`src/rtl/core/mlpf_pkg.sv`:
```
// ----------------------------------------------------------------------------
// mlpf_pkg
// shared types, codes and defaults of the multilevel priority fifo
// ----------------------------------------------------------------------------
package mlpf_pkg;

  localparam int DEF_NUM_LEVELS  = 10;
  localparam int DEF_LEVEL_DEPTH = 16;

  localparam int OP_W    = 2;
  localparam int PRI_W   = 4;
  localparam int DATA_W  = 32;
  localparam int STAT_W  = 2;
  localparam int LEVEL_W = 4;

  localparam logic [OP_W-1:0] OP_PUSH = 2'd0;
  localparam logic [OP_W-1:0] OP_POP  = 2'd1;
  localparam logic [OP_W-1:0] OP_PEEK = 2'd2;

  localparam logic [STAT_W-1:0] ST_OK     = 2'd0;
  localparam logic [STAT_W-1:0] ST_EMPTY  = 2'd1;
  localparam logic [STAT_W-1:0] ST_FULL   = 2'd2;
  localparam logic [STAT_W-1:0] ST_BADPRI = 2'd3;

  typedef enum logic [1:0] {
    CMD_PUSH,
    CMD_POP,
    CMD_PEEK,
    CMD_BAD
  } cmd_kind_t;

  typedef struct packed {
    cmd_kind_t                 kind;
    logic [PRI_W-1:0]          qidx;
    logic signed [DATA_W-1:0]  value;
  } cmd_t;

  typedef struct packed {
    logic [STAT_W-1:0]         status;
    logic [LEVEL_W-1:0]        level;
    logic signed [DATA_W-1:0]  result_value;
  } res_t;

  typedef enum logic {
    BK_IDLE,
    BK_READ
  } back_state_t;

endpackage

```
`src/rtl/core/mlpf_cmdq.sv`:
```
// ----------------------------------------------------------------------------
// mlpf_cmdq
// two entry command queue between front and back
// ----------------------------------------------------------------------------
module mlpf_cmdq
  import mlpf_pkg::*;
(
  input  logic clk,
  input  logic rst_n,
  input  logic wr_valid,
  input  cmd_t wr_data,
  output logic wr_ready,
  output logic rd_valid,
  output cmd_t rd_data,
  input  logic rd_ready
);

  localparam logic [1:0] QFULL = 2'd2;

  cmd_t       entry_r [2];
  logic       wptr_r;
  logic       rptr_r;
  logic [1:0] cnt_r;
  logic [1:0] cnt_nxt;
  logic       do_wr;
  logic       do_rd;

  assign wr_ready = (cnt_r != QFULL);
  assign rd_valid = (cnt_r != 2'd0);
  assign rd_data  = entry_r[rptr_r];
  assign do_wr    = wr_valid && wr_ready;
  assign do_rd    = rd_valid && rd_ready;

  always_comb begin
    cnt_nxt = cnt_r;
    if (do_wr && !do_rd) begin
      cnt_nxt = cnt_r + 2'd1;
    end else if (do_rd && !do_wr) begin
      cnt_nxt = cnt_r - 2'd1;
    end
  end

  always_ff @(posedge clk) begin
    if (!rst_n) begin
      wptr_r <= 1'b0;
      rptr_r <= 1'b0;
      cnt_r  <= 2'd0;
    end else begin
      cnt_r <= cnt_nxt;
      if (do_wr) begin
        wptr_r <= ~wptr_r;
      end
      if (do_rd) begin
        rptr_r <= ~rptr_r;
      end
    end
  end

  always_ff @(posedge clk) begin
    if (do_wr) begin
      entry_r[wptr_r] <= wr_data;
    end
  end

endmodule

```
`config.mk`:
```
export PLATFORM = sky130hd
export DESIGN_NAME = mlpf_cmdq
export DESIGN_NICKNAME = d
export VERILOG_FILES = /design/src/rtl/core/mlpf_pkg.sv /design/src/rtl/core/mlpf_cmdq.sv
export SDC_FILE = /design/constraint.sdc
export NUM_CORES = 1
export LEC_CHECK = 0
export BUFFER_PORTS_ARGS = -buffer_cell sky130_fd_sc_hd__buf_2
export CAP_MARGIN = 20
export CORE_ASPECT_RATIO = 1.75
export CORE_MARGIN = 1.5
export CORE_UTILIZATION = 51
export DETAILED_ROUTE_END_ITERATION = 7
export HOLD_SLACK_MARGIN = 0.15
export PLACE_DENSITY = 0.78
export SYNTH_ARGS = -nofsm -noshare
export SYNTH_HDL_FRONTEND = slang
export SYNTH_SLANG_ARGS = --single-unit
```
`constraint.sdc`:
```
create_clock -name clk -period 2.82 [get_ports clk]
set_clock_uncertainty 0.2 [all_clocks]
set_input_delay 0.564 -clock clk [delete_from_list [all_inputs] [get_ports clk]]
set_output_delay 0.564 -clock clk [all_outputs]
set_load 0.02 [all_outputs]
```
==> After elaboration in Yosys (flattened, before gate mapping) <==
Memories as Yosys holds them, arrays and structs flattened. A register that Yosys moved wholly into a read port is not among the register bits.
Index checks and enable logic that the tools add are counted.
{ "totals": {"input_bits": 42, "memories": 1, "mem_bits_rw": 76, "reg_bits": 4} }
{ "memory_table": {"columns": ["name", "words", "width", "rd", "rd_clocked_by_memory_dff", "write_ports", "line_no", "rtl"], "rows": [
  ["entry_r", 2, 38, 1, 1, 1, "mlpf_cmdq.sv:20", "cmd_t entry_r [2];"]
]} }
{ "op_classes": {"mux": 6, "reduce_logical": 8, "add_sub_neg": 2, "bitwise_logic": 2, "n_eq_ne": 1} }
{ "ops": {"columns": ["cell", "count"], "rows": [
  ["logical AND 1 bit", 4],
  ["two-way mux 1 bit", 4],
  ["two-way mux 2 bit", 2],
  ["nonzero test 2 bit", 2],
  ["adder 2 x 1 -> 2 bit, second input constant", 1],
  ["logical NOT 1 bit", 2],
  ["!= test 2 bit, second input constant", 1],
  ["NOT 1 bit", 2],
  ["subtractor 2 x 1 -> 2 bit, second input constant", 1]
]} }

==> Depth between registers and ports, before layout <==
{ "logic_depth": {"word_depth": 6, "depth_mapped": 6, "depth_no_buf": 6} }

==> Worst setup path before layout <==
No wires, ideal clock.
{ "synth_path": {"path_kind": "register to register", "start": "register cnt_r[0]", "end": "memory entry_r[1][0] (netlist name) (enable)", "path_slack_ns": 0.650, "path_stages_with_launch": 3, "path_buffers": 0, "setup_time_ns": 0.399, "synth_period_minus_slack_ns": 2.170, "arrival_ns": 1.571, "cell_sequence": "dfxtp_1 nand2b_4 and3_1"} }
{ "synth_between": {"elab_chain_cells": 4} }
{ "synth_rtl": {"columns": ["element", "line_no", "rtl"], "rows": [
  ["start, declared", "mlpf_cmdq.sv:23", "logic [1:0] cnt_r;"],
  ["start signal, assigned", "mlpf_cmdq.sv:49", "cnt_r <= cnt_nxt;"],
  ["!= test 2 bit", "mlpf_cmdq.sv:28", "assign wr_ready = (cnt_r != QFULL);"],
  ["net wr_ready", "mlpf_cmdq.sv:12", "output logic wr_ready,"],
  ["logical AND 1 bit", "mlpf_cmdq.sv:31", "assign do_wr = wr_valid && wr_ready;"],
  ["two-way mux 1 bit", "mlpf_cmdq.sv:60", "if (do_wr) begin"],
  ["two-way mux 1 bit (not written as such)", "mlpf_cmdq.sv:61", "entry_r[wptr_r] <= wr_data;"],
  ["end, declared", "mlpf_cmdq.sv:20", null]
]} }
The timed path passes the listed nets, and every way through them passes these cells.

==> metrics <==
outcome complete, no violations; Die ar. 6330 sq um; Min Hold Slack 0.209 ns; Worst Setup Start Kind flop; post-CTS setup buffer count 0; Cells after DPL 299; clock latency on the worst-skew pair 0.34 ns; clock share of power 0.267; post-synthesis sequential area ratio 0.799; number of distinct library cells after synthesis 20; required time worst endpoint 2.06 ns; Worst setup EP type output pin; count leader, synth edfxtp_1; Slew headroom 0.662; Flop pwr share 0.458; min cycle time layout 2.37 ns; Hold Path Class primary input to flop; f_max 422 MHz; Ys Warns 0; sum of negative setup slack 0 ns; core area 5590 sq um; Int Pwr 2420 uW; CTS Hold Bufs 0; ranking of synthesized cells by area edfxtp_1 77%, mux2_2 14%, dfxtp_1 3.4%; Worst Path Arrival 1.61 ns; CTS tree yes; complex-gate fraction of the synthesized area 0.0118; worst slew pin tran 0.507 ns; final worst path period share 0.841; Synth Flop Type edfxtp_1; DRT iter0 DRCs 55; layout cells sized above 1 0.603; Rows 36; DPL Wire Length 3280 um; hold path depth 1; Mapped Avg Cell Area 21.0 sq um; Syn Inst Count 142; Synth Register Bits 81; routed vias 1551; Sequential Area 2380 sq um; combinational power share 0.275; Sw Share 0.296; Post-synth top cells 76 x edfxtp_1, 38 x mux2_2, 5 x dfxtp_1, 4 x and2_1, 3 x buf_4; cells on worst reg2reg path 3; post-synth design cell area 2980 sq um; post-synth top area cell edfxtp_1; Worst-path clk slew 0.08 ns; Port Buffers 81; Hold Path Sink entry_r[0][0]$_DFFE_PP_; # setup viols final 0; Post-CTS Resized 0; Max VDD drop 0.678 mV; syn_nets 185; Antenna Cells 0; Die Width 60.8 um; Slowest-stage cell, CP dfxtp_2; fin. max-slew vios 0; post-route DRC violation count 0; vias in the first global route 1547; reg2reg start cnt_r[0]$_SDFFE_PN0P_; largest net degree at the start of global routing 39; Final GP Congestion 0.734; GRT Total Usage 0.162; initial antenna violation count 0; CTS root buf clkbuf_8; Adder-Cell Fraction of Synth Area 0.00420; unrepaired setup endpoints after global routing no; clk buf depth 2; vias per cell 4.92; Clock Sink Count 81; critical hold path startpoint wr_data[0]; first-pass GRT wire length 7400 um; H-tree depth 3; Fin. Hold Viols 0; post-synth top area share 0.766; crit-path max FO 28; CTS Buf Count 9; PwrDens 924 nW/um^2; Initial Utilization 0.534; antenna viol nets, final 0; RR Endpoint entry_r[1][1]$_DFFE_PP_; Max stage delay on crit path 0.50 ns; Synth Area in XOR/XNOR 0.00882; Final nets 277; gr ovfl total 0; Psw 1020 uW; drt first pass iters 4; Static Leak 0.00140 uW; simple-gate area share of the yosys netlist 0.0218; routed len/inst 15.5 um; Final Instance Count excl. Fillers 315; top cell family by delay on the critical path flip-flops; combinational family with the most area after synthesis multiplexers; mux cell area share after synthesis 0.144; FF-to-FF setup slack 0.90 ns; crit-path cells buf_12 -> mux2_2 -> buf_2; Pwr Total 3440 uW; Multi-input gate area 568 sq um; Post-synth EDFFs 76; max cap viols 0; area delta synth->final 24.9%; Die Span Y 104 um; # fillers 415; boundary pin count 82; Setup CP Type flop to output pin; FFs w/ async S/R, synth 0; final wirelength 4870 um; Buf/Inv on CP 2; Util after Layout 0.667
metrics by stage:
stage | instance area (sq um) | setup slack [ns]
detailed placement | 3500 | 0.792
global placement | 3500 | 0.794
finish | 3720 | 0.448
floorplan | 2980 | 0.650
CTS | 3720 | 0.408
global route | 3720 | 0.356
how the worst max path moves through the flow:
stage | end | slack (ns) | cells after the start
finish | rd_data[21] | 0.45 | 3
CTS | rd_data[21] | 0.41 | 3
global route | rd_data[21] | 0.36 | 3
global placement | rd_data[2] | 0.79 | 3
floorplan | entry_r[1][0]$_DFFE_PP_ | 0.65 | 2
detailed placement | rd_data[21] | 0.79 | 3
sequential cells by signal, summed over array words and instances, names as in the netlist, named ones only:
name / count
rptr_r: 1
cnt_r: 2
wptr_r: 1
entry_r: 76
logic make-up (layout without fill, tap and decap cells):
family / count (synthesis) / after routing
simple gates: 9 / 9
buf+inv: 5 / 102
flops: 81 / 81
fa+ha+maj: 1 / 1
mux: 38 / 38
xor+xnor: 3 / 3
compound gates: 5 / 5
layer usage:
layer	vias up	GRT usage	wire length [um]
li1	737	-	-
met1	757	0.189	1930
met2	50	0.259	2630
met3	7	0.0647	239
met4	0	0.0699	72
met5	-	0	0
area by class of cell:
class,instances,area share
clock buffer,9,0.0333
tap,76,0.0255
timing repair buffer,85,0.120
clock inverter,7,0.0272
inverter,1,0.00101
multi-input combinational,56,0.153
sequential,81,0.640
layout by cell type, fill, tap and decap left out, types with 2 or more instances in the layout:
cell / Yosys / layout
buf_4: 3 / 3
mux2_2: 38 / 38
clkbuf_8: 0 / 9
inv_6: 0 / 2
dfxtp_1: 5 / 4
and2_1: 4 / 4
edfxtp_1: 76 / 76
clkinvlp_4: 0 / 2
xnor2_1: 2 / 2
bufinv_16: 0 / 2
buf_2: 1 / 81
power by group through the flow:
stage | Combinational (uW) | Sequential [uW] | Clock [uW]
detailed placement | 958 | 1610 | 0
global route | 1010 | 1590 | 993
CTS | 962 | 1580 | 938
floorplan | 693 | 1570 | 0
global placement | 950 | 1600 | 0
finish | 946 | 1580 | 918
Note: power is estimated with default switching activity, not from simulation.
