### config.mk
export PLATFORM = sky130hd
export DESIGN_NAME = mlpf_front_flat
export DESIGN_NICKNAME = d
export VERILOG_FILES = /design/src/rtl/core/mlpf_pkg.sv /design/src/rtl/core/mlpf_if.sv /design/src/rtl/core/mlpf_front.sv /design/src/flat_wrapper.sv
export SDC_FILE = /design/constraint.sdc
export NUM_CORES = 1
export LEC_CHECK = 0
export BUFFER_PORTS_ARGS = -buffer_cell sky130_fd_sc_hd__buf_2
export CORE_UTILIZATION = 23
export DETAILED_ROUTE_END_ITERATION = 16
export MAX_ROUTING_LAYER = met4
export PLACE_DENSITY = 0.82
export SETUP_SLACK_MARGIN = 0.05
export SLEW_MARGIN = 10
export SYNTH_ARGS = -nofsm -noshare
export SYNTH_HDL_FRONTEND = slang
export SYNTH_SLANG_ARGS = --single-unit
### constraint.sdc
create_clock -name vclk -period 1.2
set_clock_uncertainty 0.1 [all_clocks]
set_input_delay 0.18 -clock vclk [all_inputs]
set_output_delay 0.18 -clock vclk [all_outputs]
set_load 0.01 [all_outputs]
### src/rtl/core/mlpf_pkg.sv
// ----------------------------------------------------------------------------
// mlpf_pkg
// shared types, codes and defaults of the multilevel priority fifo
// ----------------------------------------------------------------------------
package mlpf_pkg;

  localparam int DEF_NUM_LEVELS  = 10;
  localparam int DEF_LEVEL_DEPTH = 16;

  localparam int OP_W    = 2;
  localparam int PRI_W   = 4;
  localparam int DATA_W  = 32;
  localparam int STAT_W  = 2;
  localparam int LEVEL_W = 4;

  localparam logic [OP_W-1:0] OP_PUSH = 2'd0;
  localparam logic [OP_W-1:0] OP_POP  = 2'd1;
  localparam logic [OP_W-1:0] OP_PEEK = 2'd2;

  localparam logic [STAT_W-1:0] ST_OK     = 2'd0;
  localparam logic [STAT_W-1:0] ST_EMPTY  = 2'd1;
  localparam logic [STAT_W-1:0] ST_FULL   = 2'd2;
  localparam logic [STAT_W-1:0] ST_BADPRI = 2'd3;

  typedef enum logic [1:0] {
    CMD_PUSH,
    CMD_POP,
    CMD_PEEK,
    CMD_BAD
  } cmd_kind_t;

  typedef struct packed {
    cmd_kind_t                 kind;
    logic [PRI_W-1:0]          qidx;
    logic signed [DATA_W-1:0]  value;
  } cmd_t;

  typedef struct packed {
    logic [STAT_W-1:0]         status;
    logic [LEVEL_W-1:0]        level;
    logic signed [DATA_W-1:0]  result_value;
  } res_t;

  typedef enum logic {
    BK_IDLE,
    BK_READ
  } back_state_t;

endpackage

### src/rtl/core/mlpf_if.sv
// ----------------------------------------------------------------------------
// mlpf channel interfaces
// request and result channels with valid/ready handshake
// ----------------------------------------------------------------------------
interface mlpf_in_if
  import mlpf_pkg::*;
();
  logic                     valid;
  logic                     ready;
  logic [OP_W-1:0]          op;
  logic [PRI_W-1:0]         priority_req;
  logic signed [DATA_W-1:0] value;

  modport source (output valid, op, priority_req, value, input ready);
  modport sink   (input valid, op, priority_req, value, output ready);
endinterface


### src/rtl/core/mlpf_front.sv
// ----------------------------------------------------------------------------
// mlpf_front
// accepts request words and classifies them into queue commands
// ----------------------------------------------------------------------------
module mlpf_front
  import mlpf_pkg::*;
#(
  parameter int NUM_LEVELS = DEF_NUM_LEVELS
) (
  mlpf_in_if.sink in_ch,
  output logic    q_wr_valid,
  output cmd_t    q_wr_data,
  input  logic    q_wr_ready
);

  cmd_kind_t kind;

  always_comb begin
    case (in_ch.op)
      OP_PUSH: begin
        if (int'(in_ch.priority_req) inside {[1:NUM_LEVELS]}) begin
          kind = CMD_PUSH;
        end else begin
          kind = CMD_BAD;
        end
      end
      OP_POP:  kind = CMD_POP;
      OP_PEEK: kind = CMD_PEEK;
      default: kind = CMD_BAD;
    endcase
  end

  assign q_wr_valid      = in_ch.valid;
  assign in_ch.ready     = q_wr_ready;
  assign q_wr_data.kind  = kind;
  assign q_wr_data.qidx  = in_ch.priority_req - PRI_W'(1);
  assign q_wr_data.value = in_ch.value;

endmodule

### src/flat_wrapper.sv
// flat-port wrapper written by rule: the top's interface ports become plain ports
module mlpf_front_flat import mlpf_pkg::*;
#(
  parameter int NUM_LEVELS = DEF_NUM_LEVELS
)
  (q_wr_valid, q_wr_data, q_wr_ready, in_ch_valid, in_ch_op, in_ch_priority_req, in_ch_value, in_ch_ready);
  mlpf_in_if in_ch_i ();
  output logic q_wr_valid;
  output cmd_t q_wr_data;
  input  logic q_wr_ready;
  input wire logic [$bits(in_ch_i.valid)-1:0] in_ch_valid;
  input wire logic [$bits(in_ch_i.op)-1:0] in_ch_op;
  input wire logic [$bits(in_ch_i.priority_req)-1:0] in_ch_priority_req;
  input wire logic [$bits(in_ch_i.value)-1:0] in_ch_value;
  output wire logic [$bits(in_ch_i.ready)-1:0] in_ch_ready;
  assign in_ch_i.valid = in_ch_valid;
  assign in_ch_i.op = in_ch_op;
  assign in_ch_i.priority_req = in_ch_priority_req;
  assign in_ch_i.value = in_ch_value;
  assign in_ch_ready = in_ch_i.ready;
  mlpf_front #(.NUM_LEVELS(NUM_LEVELS)) u_core (.in_ch(in_ch_i), .q_wr_valid(q_wr_valid), .q_wr_data(q_wr_data), .q_wr_ready(q_wr_ready));
endmodule
## Word level (Yosys, flattened, before mapping)

Index checks and enable logic that the tools add are counted.

- Register bits: 0
- Latch bits: 0
- Bits in writable memories: 0
- Bits in read-only memories: 0
- Output and inout port bits: 40
- Word-level logic and storage cells: 9
- Memories: 0

- Add/subtract/negate cells: 1
- Multipliers: 0
- Div/mod/pow operators: 0
- Magnitude comparators: 2
- Eq/ne operators: 2
- Shift operators: 0
- Muxes and demuxes: 2
- Bitwise logic cells: 0
- Reduce and logical (&&, ||, !) cells: 2

Operators by type and width:

| cell | number |
|---|---|
| $pmux W2 S3 | 1 |
| $ge A4 B1 Y1 const B | 1 |
| $le A4 B4 Y1 const B | 1 |
| $sub A4 B1 Y4 const B | 1 |
| $eq A2 B1 Y1 const B | 1 |
| $eq A2 B2 Y1 const B | 1 |
| $logic_not A2 Y1 | 1 |
| $mux W2 | 1 |
| $logic_and A1 B1 Y1 | 1 |

## Longest topological paths before layout

Gate-level depths: netlist of run 1.

- Word-level depth: 4
- Depth in mapped cells: 4

## Worst setup path before layout of run 1

OpenSTA, ideal clock, no wires.

- Path kind: input -> output
- From: in in_ch_priority_req[0]
- To: out q_wr_data[36] (netlist name)
- Data arrival time: 1022 ps
- Path slack: -102 ps
- Stages on the path: 4
- Path through: inv_1 > ha_1 > and4bb_1 > a311o_1

RTL lines:

| what | RTL line | source |
|---|---|---|
| start: declaration | flat_wrapper.sv:13 | `input wire logic [$bits(in_ch_i.priority_req)-1:0] in_ch_priority_req;` |
| end: declaration | flat_wrapper.sv:9 | `output cmd_t q_wr_data;` |

==> impl_metrics.py, run 1 <==
metrics = {
    "status": {
        "outcome": "finished with violations",
        "violations": "negative setup slack",
    },
    "setup_path": {
        "path_cells": "buf_12 -> inv_8 -> ha_4 -> and4bb_1 -> a311o_1 -> buf_2",
        "crit_buf_inv": 3,
        "critPathLaunchType": "input port",
        "crit_type": "in2out",
        "slowest_delay_ns": 0.27,
        "cp_top_family": "buffers and inverters",
        "slowest_stage": "a311o_1",
        "crit_arrival_ns": 1.06,
        "crit_required_ns": 0.92,
        "critical_path.max_fanout": 3,
        "cp-end-kind": "primary output",
    },
    "timing": {
        "worst_slack_ns": -0.1372,
        "post-route-period-util_pct": 111.4,
        "fmax_mhz": 747.9,
        "rsz0062_at_grt": "yes",
        "finalSetupViolations": 2,
        "hold_viol": 0,
        "worst_pin_slew_ns": 0.1591,
        "final-max-slew-violation-count": 0,
        "slew_headroom_pct": 89.34,
        "timing.hold.ws_ns": 0.2600,
        "min_period_ns": 1.337,
    },
    "route": {
        "drc": 0,
        "viasPerCell": 4.346,
        "postRouteAntennaNets": 0,
        "routedWlPerCell_um": 12.79,
        "dr.pass1.iters": 1,
        "vias": 226,
        "wl_um": 665,
        "drtIter0Drc": 0,
    },
    "synth": {
        "syn-num-nets": 94,
        "synthMostInstantiatedCell": "buf_4",
        "yosysWarnings": 0,
        "synth_common_cells": "buf_4 (34), inv_1 (5), ha_1 (3)",
        "synth_top_cell_area_share_pct": 65.38,
        "ys_seq_area_share_pct": 0,
        "netlist_area_sq_um": 390.4,
        "yosysTopAreaCell": "buf_4",
        "synth_cells": 51,
        "synth_cell_types": 9,
        "avgSynthCellArea_sq_um": 7.654,
        "synthTopCellsByArea": "buf_4 (65%), ha_1 (9.6%), and4bb_1 (6.4%), a311o_1 (5.1%), inv_1 (4.8%)",
    },
    "cells_and_area": {
        "nFillCells": 175,
        "final_cells": 52,
        "n_antenna_cell": 0,
        "final-seq-area_sq_um": 0,
        "area_delta_synth_final_pct": -7.051,
        "layout-drive-gt1-share_pct": 72.22,
        "final_nets": 81,
        "nClkBuffers": 0,
        "nFlopsAndLatches": 0,
    },
    "flow_run": {
        "maxCapViolCount": 0,
    },
    "global_route": {
        "grt_pass1_wl_um": 1014,
        "grt_pass1_vias": 228,
        "gr-total-overflow": 0,
        "track_usage_pct": 7.080,
        "antenna_found_initial": 0,
        "grt_max_degree": 5,
    },
    "place": {
        "place_congestion": 0.6358,
        "dp.cells": 50,
        "pre_cts_slack_ns": -0.2401,
        "io_buffers": 12,
        "dp_hpwl_um": 504.4,
    },
    "die": {
        "start_util_pct": 25.32,
        "core_area_sq_um": 1541,
        "rows": 14,
        "io_pins": 80,
        "die_y_um": 43.20,
        "die-area_sq_um": 1866,
        "die_w_um": 43.20,
    },
    "pwr": {
        "vdd_drop_max_v": 0.0001159,
        "p_leak_nw": 0.1772,
        "power_density_nw_per_um2": 332.5,
    },
    "hold_path": {
        "min_from": "q_wr_ready",
        "min_path_type": "in2out",
        "hold_depth": 0,
        "hold_end": "in_ch_ready",
    },
    "clock_network": {
        "holdBufCountCts": 0,
    },
}
cell usage in the layout, fill, tap and decap left out:
cell,instances
buf_2,10
inv_8,1
xor2_1,2
and4bb_1,2
inv_1,3
buf_12,1
buf_6,1
o21bai_4,1
ha_4,3
inv_6,1
nor2_1,1
buf_8,1
nor3_2,1
buf_4,6
a311o_1,2
report_power, final:
| group | internal [mW] | switching (mW) | total, mW |
|---|---|---|---|
| Clock | 0 | 0 | 0 |
| Combinational | 0.0669 | 0.0537 | 0.121 |
| Sequential | 0 | 0 | 0 |
timing repair:
action	in CTS	in global routing
buffers inserted	1	1
resized for setup	19	3
endpoints found under the setup margin	4	4
pin swaps	7	0
how the worst max path moves through the flow:
stage	from	to	slack, ns	depth (start not counted)
3_3_place_gp	in_ch_priority_req[1]	q_wr_data[37]	-0.21	6
6_report	in_ch_priority_req[0]	q_wr_data[37]	-0.14	6
5_1_grt	in_ch_priority_req[0]	q_wr_data[37]	-0.17	6
2_1_floorplan	in_ch_priority_req[0]	q_wr_data[36]	-0.01	4
3_5_place_dp	in_ch_priority_req[0]	q_wr_data[37]	-0.24	6
4_1_cts	in_ch_priority_req[0]	q_wr_data[37]	-0.14	6
metal layers:
| metal | global-route usage [%] | up-vias | part of all wire (%) |
|---|---|---|---|
| li1 | - | 98 | - |
| met1 | 8.861 | 97 | 37 |
| met2 | 9.851 | 29 | 44 |
| met3 | 3.404 | 2 | 18 |
| met4 | 2.424 | 0 | 0.30 |
| met5 | - | - | 0 |
cells by family (layout without fill, tap and decap cells):
kind of cell	Yosys count	after routing	share of synthesized area, %
and+or+nand+nor	4	4	8.651
buffers and inverters	39	24	70.19
adders and majority gates	3	3	9.616
AOI/OAI and AO/OA	3	3	7.052
xor gates and xnor gates	2	2	4.488
stage by stage:
| step | util (%) | TNS, ns | power (mW) | cell area [sq um] |
|---|---|---|---|---|
| after floorplan | - | -0.02174 | 0.1519 | 392.9 |
| after global placement | 16.56 | -0.4571 | 0.08074 | 255.2 |
| after detailed placement | 16.56 | -0.5355 | 0.08385 | 255.2 |
| after CTS | 22.32 | -0.3109 | 0.1131 | 344.1 |
| after global routing | 23.54 | -0.3870 | 0.1308 | 362.8 |
| final | 23.54 | -0.2694 | 0.1206 | 362.8 |
final cells by class:
cell class                      count  area, sq um  area share [%]
Multi-Input combinational cell     12        170.2           46.90
Timing Repair Buffer               19        141.4           38.97
Tap cell                           16        20.02           5.517
Inverter                            5        31.28           8.621
(Power assumes the default switching activity.)
==> inputs of run 2 (changes only) <==
--- a/config.mk
+++ b/config.mk
@@ -10,6 +10,7 @@
 export DETAILED_ROUTE_END_ITERATION = 16
 export MAX_ROUTING_LAYER = met4
 export PLACE_DENSITY = 0.82
+export REMOVE_ABC_BUFFERS = 1
 export SETUP_SLACK_MARGIN = 0.05
 export SLEW_MARGIN = 10
 export SYNTH_ARGS = -nofsm -noshare
==> run 2 against run 1 <==
  * The run still ends with negative setup slack left
  * Wire length rose to 2.8 times the previous value
  * Utilization is 0.65 points lower
  * Hold slack hardly changed
  * Maximum frequency is essentially flat
  * Combinational power decreased by 3%
  * Die area unchanged
  * Power is 3.1% lower
==> impl_metrics.py, run 2 (synthesis gave the netlist of run 1 again) <==
metrics = {
    "cells_and_area": {
        "nFlopsAndLatches": 0,
        "mostFrequentLayoutCell": "buf_2",
        "area_delta_synth_final_pct": -9.615,
        "final_nets": 81,
        "final_cells": 52,
        "final-seq-area_sq_um": 0,
        "mostFrequentLayoutCells": "buf_2 (10), buf_4 (6), inv_1 (3), ha_4 (3)",
        "nClkBuffers": 0,
        "n_antenna_cell": 0,
        "layout-drive-gt1-share_pct": 69.44,
        "nFillCells": 181,
    },
    "global_route": {
        "grtUsageMet3_pct": 31.49,
        "grt_pass1_vias": 281,
        "antenna_found_initial": 0,
        "busiest_layer": "met3",
        "grt_max_degree": 4,
        "track_usage_pct": 20.18,
        "use_met1_pct": 14.18,
        "grt_pass1_wl_um": 2387,
        "gr-total-overflow": 0,
        "grt.met2_usage_pct": 29.25,
    },
    "route": {
        "postRouteAntennaNets": 0,
        "viasPerCell": 4.788,
        "wl_um": 1886,
        "dr.pass1.iters": 5,
        "vias": 249,
        "drtIter0Drc": 2,
        "drc": 0,
        "routedWlPerCell_um": 36.27,
    },
    "timing": {
        "post-route-period-util_pct": 111.4,
        "fin_tns_setup_ns": -0.2997,
        "min_period_ns": 1.336,
        "final-max-slew-violation-count": 0,
        "worst_pin_slew_ns": 0.2259,
        "fmax_mhz": 748.2,
        "finalSetupViolations": 3,
        "slew_headroom_pct": 84.82,
        "hold_viol": 0,
        "rsz0062_at_grt": "yes",
        "worst_slack_ns": -0.1365,
    },
    "place": {
        "dp.cells": 51,
        "dp_hpwl_um": 1694,
        "pre_cts_slack_ns": -0.3122,
        "place_congestion": 0.8187,
        "io_buffers": 12,
    },
    "flow_run": {
        "maxCapViolCount": 0,
    },
    "pwr": {
        "power_density_nw_per_um2": 331.3,
        "p_leak_nw": 0.1766,
        "vdd_drop_max_v": 0.0001151,
        "finalPower_uw": 116.9,
    },
    "setup_path": {
        "crit_required_ns": 0.92,
        "cp-end-kind": "primary output",
        "crit_type": "in2out",
        "critPathLaunchType": "input port",
        "crit_buf_inv": 3,
        "cp_top_family": "buffers and inverters",
        "path_cells": "buf_8 -> inv_8 -> ha_4 -> and4bb_1 -> a311o_1 -> buf_2",
        "crit_cells": 6,
        "critical_path.max_fanout": 3,
        "setup.worst_path.end": "q_wr_data[36]",
        "cp-startpoint": "in_ch_priority_req[1]",
        "slowest_delay_ns": 0.26,
        "slowest_stage": "a311o_1",
        "crit_arrival_ns": 1.06,
    },
    "hold_path": {
        "min_path_type": "in2out",
        "min_from": "in_ch_value[30]",
    },
    "die": {
        "die_y_um": 43.20,
        "core_area_sq_um": 1541,
        "start_util_pct": 25.32,
        "io_pins": 80,
        "die-area_sq_um": 1866,
        "rows": 14,
        "die_w_um": 43.20,
    },
    "status": {
        "outcome": "finished with violations",
        "violations": "negative setup slack",
    },
}
[run 2: worst min path at each step]
stage | slack, ns | endpoint | cells after the start
floorplan | 0.26 | in_ch_ready | 0
global placement | 0.26 | q_wr_data[30] | 0
detailed placement | 0.26 | q_wr_data[30] | 0
CTS | 0.26 | q_wr_data[30] | 0
global route | 0.26 | q_wr_data[30] | 0
finish | 0.26 | q_wr_data[30] | 0
[run 2: metal layers]
metal  wire (um)  share of wire [%]
met1         424                 22
met2         821                 44
met3         639                 34
met4           0                  0
met5           0                  0
[run 2: power breakdown]
part	internal, mW	switching, mW	total (mW)
Combinational	0.0651	0.0518	0.117
Clock	0	0	0
Sequential	0	0	0
[run 2: area by class of cell]
cell class	instances	area, sq um	area share, %
well taps	16	20.02	5.674
multi-input cells	12	157.7	44.68
inverters	5	33.78	9.574
repair buffers	19	141.4	40.07
[run 2: repair_timing]
item / 4_1_cts / 5_1_grt
pin swaps: 8 / 1
resized for setup: 18 / 4
setup endpoints to repair: 4 / 4
hold buffers: 0 / 0
buffers inserted: 1 / 1
endpoints found under the hold margin: 0 / 0
[run 2: stage by stage]
step	utilization (%)	hold slack, ns	area (sq um)
floorplan	-	0.2600	135.1
global placement	16.88	0.2602	260.3
detailed placement	16.88	0.2602	260.3
CTS	22.00	0.2602	339.1
global route	22.89	0.2601	352.8
finish	22.89	0.2601	352.8
==> inputs of run 3 (changes only) <==
--- a/config.mk
+++ b/config.mk
@@ -8,6 +8,7 @@
 export BUFFER_PORTS_ARGS = -buffer_cell sky130_fd_sc_hd__buf_2
 export CORE_UTILIZATION = 23
 export DETAILED_ROUTE_END_ITERATION = 16
+export GPL_TIMING_DRIVEN = 0
 export MAX_ROUTING_LAYER = met4
 export PLACE_DENSITY = 0.82
 export REMOVE_ABC_BUFFERS = 1
==> run 3 against run 2 <==
  * The run still ends with negative setup slack left
  * Critical path type unchanged
  * Combinational power fell by 18%
  * Final cell count fell by 9.6%
  * Sequential share of layout area did not move
  * Non-clock buffer count fell by 5
  * Die area did not move
  * Count of clock-buffer cells in the layout did not move
  * Hold slack did not move
  * Largest cell class unchanged
  * Highest routed layer unchanged
  * Utilization fell by 3.9 points
  * Design area fell by 17%
==> impl_metrics.py, run 3 (synthesis gave the netlist of run 1 again) <==
metrics = {
    "pwr": {
        "vdd_drop_max_v": 0.0001031,
        "power_density_nw_per_um2": 325.8,
        "finalPower_uw": 95.38,
        "p_leak_nw": 0.1497,
    },
    "place": {
        "io_buffers": 12,
        "place_congestion": 0.8187,
        "place_area_sq_um": 215.2,
        "dp_hpwl_um": 1613,
    },
    "setup_path": {
        "crit_type": "in2out",
        "critPathLaunchType": "input port",
        "cp-end-kind": "primary output",
        "crit_required_ns": 0.92,
        "critical_path.max_fanout": 3,
        "crit_arrival_ns": 1.05,
    },
    "hold_path": {
        "min_from": "in_ch_value[30]",
        "min_path_type": "in2out",
        "hold_depth": 0,
        "hold_end": "q_wr_data[30]",
    },
    "cells_and_area": {
        "nClkBuffers": 0,
        "mostFrequentLayoutCells": "buf_2 (10), inv_1 (3)",
        "n_antenna_cell": 0,
        "area_delta_synth_final_pct": -25.00,
        "nFlopsAndLatches": 0,
        "mostFrequentLayoutCell": "buf_2",
        "nFillCells": 176,
        "layout-drive-gt1-share_pct": 58.06,
        "final_nets": 76,
        "final-seq-area_sq_um": 0,
        "postLayoutCellArea_sq_um": 292.8,
        "multi_input_area_sq_um": 141.4,
    },
    "route": {
        "postRouteAntennaNets": 0,
        "vias": 235,
        "dr.pass1.iters": 3,
        "drtIter0Drc": 1,
        "wl_um": 1759,
        "viasPerCell": 5.000,
        "routedWlPerCell_um": 37.43,
        "drc": 0,
    },
    "die": {
        "die_w_um": 43.20,
        "die_y_um": 43.20,
        "rows": 14,
        "start_util_pct": 25.32,
        "core_area_sq_um": 1541,
        "io_pins": 80,
        "die-area_sq_um": 1866,
    },
    "timing": {
        "rsz0062_at_grt": "yes",
        "post-route-period-util_pct": 111.1,
        "worst_slack_ns": -0.1327,
        "slew_headroom_pct": 87.00,
        "finalSetupViolations": 3,
        "hold_viol": 0,
        "fmax_mhz": 750.4,
        "min_period_ns": 1.333,
        "timing.hold.ws_ns": 0.2601,
        "final-max-slew-violation-count": 0,
        "worst_pin_slew_ns": 0.1934,
    },
    "global_route": {
        "grt_max_degree": 5,
        "grt_pass1_vias": 248,
        "gr-total-overflow": 0,
        "grt_pass1_wl_um": 2235,
        "antenna_found_initial": 0,
        "track_usage_pct": 19.03,
    },
    "status": {
        "outcome": "finished with violations",
        "violations": "negative setup slack",
    },
    "flow_run": {
        "maxCapViolCount": 0,
    },
}
## run 3: area by class of cell
class	instances	share of cell area [%]
inverter	5	10.68
multi-input combinational	12	48.29
tap	16	6.838
timing repair buffer	14	34.19
## run 3: metrics by stage
stage	util (%)	TNS, ns	setup WS, ns	std cells
global route	18.99	-0.4162	-0.1613	47
floorplan	-	-0.2034	-0.1017	17
CTS	18.02	-0.2621	-0.1333	46
detailed placement	13.96	-0.6400	-0.3222	45
finish	18.99	-0.3240	-0.1327	47
global placement	13.96	-0.6114	-0.3062	45
## run 3: power by group
group          switching, mW  internal [mW]
clock network              0              0
registers                  0              0
logic                 0.0452         0.0502
total                 0.0452         0.0502
## run 3: critical path, cell delays in order
cell      delay, ns
buf_12         0.11
inv_6          0.05
ha_1           0.13
o21bai_1       0.08
a311o_1        0.36
buf_2          0.14
## run 3: worst max-delay path by stage
stage / cells after the start / endpoint / from / slack, ns
global route: 6 / q_wr_data[36] / in_ch_priority_req[1] / -0.16
global placement: 6 / q_wr_data[37] / in_ch_priority_req[0] / -0.31
finish: 6 / q_wr_data[36] / in_ch_priority_req[0] / -0.13
detailed placement: 6 / q_wr_data[37] / in_ch_priority_req[0] / -0.32
floorplan: 4 / q_wr_data[36] / in_ch_priority_req[0] / -0.10
CTS: 6 / q_wr_data[37] / in_ch_priority_req[0] / -0.13
## run 3: timing repair
action / CTS / global route
endpoints found under the setup margin: 3 / 3
cloned: 0 / 0
buffers inserted: 1 / 1
hold buffers: 0 / 0
resized for setup: 16 / 2
endpoints found under the hold margin: 0 / 0
pin swaps: 6 / 0
## run 3: per-layer routing
layer / vias to the layer above / share of wire [%] / track usage, %
met5: - / 0 / -
met4: 0 / 0 / 0
met3: 0 / 36 / 31.06
met2: 49 / 42 / 26.57
met1: 97 / 22 / 13.42
li1: 89 / - / -
